<file path="src/design/wpi_ram.sv">
module wpi_ram #(
   parameter int WIDTH = 8,
   parameter int DEPTH = 64
) (
   input  logic                     clock,
   input  logic                     wr_en,
   input  logic [$clog2(DEPTH)-1:0] wr_addr,
   input  logic [WIDTH-1:0]         wr_data,
   input  logic [$clog2(DEPTH)-1:0] rd_addr,
   output logic [WIDTH-1:0]         rd_data
);

   logic [WIDTH-1:0] mem_ff [DEPTH];
   logic [WIDTH-1:0] rd_data_ff;

   always_ff @(posedge clock) begin
      if (wr_en) begin
         mem_ff[wr_addr] <= wr_data;
      end
      rd_data_ff <= mem_ff[rd_addr];
   end

   assign rd_data = rd_data_ff;

endmodule

</file>
<file path="config.mk">
export PLATFORM = sky130hd
export DESIGN_NAME = wpi_ram
export DESIGN_NICKNAME = d
export VERILOG_FILES = /design/src/design/wpi_ram.sv
export SDC_FILE = /design/constraint.sdc
export NUM_CORES = 1
export LEC_CHECK = 0
export BUFFER_PORTS_ARGS = -buffer_cell sky130_fd_sc_hd__buf_4
export CAP_MARGIN = 20
export CORE_MARGIN = 4
export CORE_UTILIZATION = 40
export DETAILED_ROUTE_END_ITERATION = 12
export GPL_TIMING_DRIVEN = 0
export PLACE_DENSITY = 0.56
export SLEW_MARGIN = 0
export SYNTH_ARGS = -nofsm -noshare
export SYNTH_HDL_FRONTEND = slang
export SYNTH_SLANG_ARGS = --single-unit
</file>
<file path="constraint.sdc">
create_clock -name clock -period 2.52 [get_ports clock]
set_input_delay 0.252 -clock clock [delete_from_list [all_inputs] [get_ports clock]]
set_output_delay 0.252 -clock clock [all_outputs]
set_load 0.01 [all_outputs]
</file>
### Word-level counts from Yosys, hierarchy flattened

Memories as Yosys holds them, arrays and structs flattened. A register that Yosys moved wholly into a read port is not among the register bits.
Index checks and enable logic that the tools add are counted.

* flip-flop bits (word level): 0
* latch bits: 0
* memory bits (writable): 512
* bits in read-only memories: 0
* input port bits: 22
* output and inout port bits: 8
* logic and storage cells: 3
* memories kept: 1

Memory list
* mem_ff: depth 64, bits a word 8, read ports 1, clocked after memory_dff 1, wr ports 1, RTL line 13 `logic [WIDTH-1:0] mem_ff [DEPTH];`

* $add $sub $neg: 0
* multiply operators: 0
* div/mod/pow operators: 0
* $lt $le $gt $ge: 0
* eq/ne operators: 0
* shifts and indexed selects: 0
* multiplexer cells: 2
* bitwise logic cells: 0
* reduce and logical (&&, ||, !) cells: 0

Operators by type and width (number)
* two-way mux 1 bit: 2

### Depth between registers and ports, before layout

* depth in word-level cells: 2
* depth in mapped cells: 9
* depth with buffers taken out: 5

### Worst setup path before layout

OpenSTA, ideal clock, no wires.

* path type: input port to flip-flop
* start: input rd_addr[1]
* end: register rd_data_ff[3] (netlist: rd_data[3]), read port of mem_ff
* setup time: 128 ps
* arrival time: 1792 ps
* path slack: 600 ps
* cell stages on the path: 7
* path buffers: 3
* path through: buf_4 > buf_2 > buf_2 > mux4_2 > mux4_2 > o21ai_1 > o41ai_1

RTL lines
* start, declared: RTL line 9 `input logic [$clog2(DEPTH)-1:0] rd_addr,`
* end, declared: RTL line 14 `logic [WIDTH-1:0] rd_data_ff;`

==> results_dict.tcl <==
set metrics [dict create \
    grt_pass1_vias 9770 \
    rsz0062_at_grt "false" \
    rr_startpoint "mem_ff[51][3]$_DFFE_PP_" \
    power.leakage_nw 7.04 \
    cp-start-kind "input port" \
    fin_util_pct 45.7 \
    fmax_mhz 404 \
    drive_gt1_share_pct 25.7 \
    hold_viol 0 \
    min_path_cells 2 \
    cts_tree "built" \
    wirelength_um 49500 \
    syn_inst 940 \
    cts_buffer_depth 3 \
    dpl.cell_count 1635 \
    setup_violations 0 \
    endpoint_kind "register" \
    skew_ns 0.0140 \
    yosys_warnings 0 \
    pre_cts_ws_ns -0.699 \
    p_clk_share_pct 41.2 \
    power_frac_comb_pct 5.4 \
    fp.dieW_um 233 \
    crit_fanout 10 \
    power_density_nw_per_um2 788 \
    initial_core_util_pct 40.4 \
    via_count 9691 \
    dr.pass1.iters 5 \
    total_power_mw 18.0 \
    yosysTopAreaCell "edfxtp_1" \
    n_fill_cell 4236 \
    antenna_left 0 \
    met2_usage_pct 28.5 \
    postCtsHoldBufs 0 \
    finalCritPeriodShare_pct 98.2 \
    clk_pin_slew_ns 0.06 \
    ys_ff_latch 520 \
    fp.dieArea_sq_um 54100 \
    grt_overflow 0 \
    yosysUniqueCellTypes 40 \
    status "finished clean" \
    worst_pin_slew_ns 1.07 \
    arrival_ns 2.90 \
    row_count 82 \
    fin_area_sq_um 22800 \
    busiest_layer "met2" \
    met3_usage_pct 4.14 \
    track_usage_pct 18.5 \
    ir_drop_mv 0.433 \
    placement.cell_area_sq_um 21200 \
    synthToLayoutAreaGrowth_pct 13.1 \
    ys_seq_area_share_pct 77.0 \
    hold_start "rd_addr[5]" \
    fin_cells 1730 \
    ff2ff_setup_slack_ns 0.34 \
    cts.htree.levels 2 \
    fin_ws_ns 0.0453 \
    cts_buffers 52 \
    drtIter0Drc 1128 \
    synth_top_area_share_pct 76.2 \
    seqPwrFrac_pct 53.3 \
    syn-num-nets 962 \
    crit_required_ns 2.94 \
    gp_congestion 0.870 \
    synth.area.top_cells "edfxtp_1, mux4_2, nor2_1" \
    grt_max_degree 65 \
    rr_endpoint "rd_data[3]$_DFF_P_" \
    fin_hold_ws_ns 0.0369 \
    clock-sinks 520 \
    worstRegToRegCells 4 \
    final.min_clock_period_ns 2.47 \
    p_switching_mw 3.83 \
    grt_pass1_wl_um 70700 \
    maxSlewHeadroom_pct 28.2 \
    switching_share_pct 21.3 \
    hp-class "in -> reg" \
    coreArea_sq_um 50000 \
    cp-startpoint "rd_addr[2]" \
    grt_util_met1_pct 26.4 \
    clock_latency_ns 0.59 \
    drv_slew 0 \
    synth_area_per_cell_sq_um 21.5 \
    vias_per_cell 5.60 \
    drv_cap 0 \
    drc 0 \
    worstSetupPathType "in -> reg" \
    finalNetCount 1039 \
    dp_hpwl_um 31400 \
    wl_per_cell_um 28.6 \
    antenna_found_initial 3 \
    syn_area_sq_um 20200 \
    io_pins 30 \
    power.internal_mw 14.2 \
    die_h_um 233 \
    finalSetupTns_ns 0 \
    root_buffer "clkbuf_16" \
    hold_end "rd_data[5]$_DFF_P_" \
    port_buffers 21 \
]
-- critical path, cell delays in order --
cell	delay [ns]
buf_2	0.17
buf_4	0.26
clkbuf_1	0.64
buf_2	0.54
mux4_2	0.43
o21ai_1	0.38
o41ai_1	0.22
-- what timing repair did --
item,in CTS,in global routing
gates resized for setup,1,3
endpoints found under the setup margin,2,3
buffers inserted,0,0
-- synthesized netlist by cell type (all sizes together) --
library cell and count:
or3 1, a22oi 3, a31oi 1, nand2b 7, nor3 7, a221oi 6, mux4 126, clkbuf 17
nand2 19, a211oi 4, o221a 2, o2111ai 3, nand3b 3, mux2i 23, dfxtp 8, o311ai 1
nor2 83, nand4 2, a2111oi 2, mux2 13, o2bb2ai 3, a21oi 3, nand3 13, nor4 2
nand4b 1, o22ai 8, and2 1, o221ai 8, o41ai 2, o32ai 2, o21a 2, buf 34
edfxtp 512, o21ai 4, nor2b 14
-- state kept, by name (all words and copies together) (netlist names) --
| name | cells |
|---|---|
| mem_ff | 512 |
| rd_data | 8 |
-- per-layer routing --
metal / wire length (um) / up-vias
met5: 27 / -
met4: 1850 / 4
met3: 3650 / 101
met2: 23000 / 386
met1: 21000 / 5108
li1: - / 4092
-- area by class of cell --
type / count / area, sq um / share of cell area, %
Multi-Input combinational cell: 369 / 4320 / 18.9
Tap cell: 672 / 841 / 3.69
Timing Repair Buffer: 23 / 173 / 0.757
Sequential cell: 520 / 15500 / 68.1
Clock inverter: 37 / 277 / 1.21
Clock buffer: 57 / 1340 / 5.88
Buffer: 51 / 320 / 1.40
Antenna cell: 1 / 2.50 / 0.0110
-- cell families after synthesis --
group                  Yosys count  share of synthesized area (%)
AO/OA/AOI/OAI                   54                           2.07
buffers and inverters           51                           1.57
flip-flops                     520                           77.0
multiplexers                   162                           15.9
AND/OR/NAND/NOR                153                           3.39
-- layout by cell type, fill, tap and decap left out, drive strengths merged, types with 4 or more instances in the layout --
| cell type | netlist | routed |
|---|---|---|
| nor2 | 83 | 83 |
| a221oi | 6 | 6 |
| clkbuf | 17 | 76 |
| o21ai | 4 | 4 |
| o221ai | 8 | 8 |
| nor2b | 14 | 14 |
| nand3 | 13 | 13 |
| nand2 | 19 | 19 |
| o22ai | 8 | 8 |
| nor3 | 7 | 7 |
| clkinv | 0 | 30 |
| edfxtp | 512 | 512 |
| mux4 | 126 | 126 |
| buf | 34 | 55 |
| mux2 | 13 | 13 |
| dfxtp | 8 | 8 |
| bufinv | 0 | 4 |
| nand2b | 7 | 7 |
| mux2i | 23 | 23 |
| a211oi | 4 | 4 |
-- how the worst max path moves through the flow --
stage / to / slack (ns) / depth (start not counted)
after global routing: rd_data[3]$_DFF_P_ / 0.007 / 9
after floorplan: rd_data[3]$_DFF_P_ / 0.60 / 7
after global placement: rd_data[3]$_DFF_P_ / -0.66 / 9
after CTS: rd_data[6]$_DFF_P_ / 0.004 / 8
after detailed placement: rd_data[3]$_DFF_P_ / -0.70 / 9
final: rd_data[3]$_DFF_P_ / 0.05 / 7
-- power groups by stage --
| stage | Sequential [mW] | Clock, mW | Combinational [mW] |
|---|---|---|---|
| global route | 9.59 | 7.91 | 1.03 |
| detailed placement | 9.78 | 0 | 0.981 |
| CTS | 9.59 | 7.56 | 0.984 |
| floorplan | 9.78 | 0 | 0.510 |
| finish | 9.59 | 7.42 | 0.973 |
| global placement | 9.77 | 0 | 0.968 |
Power figures use the tool's default switching activity.
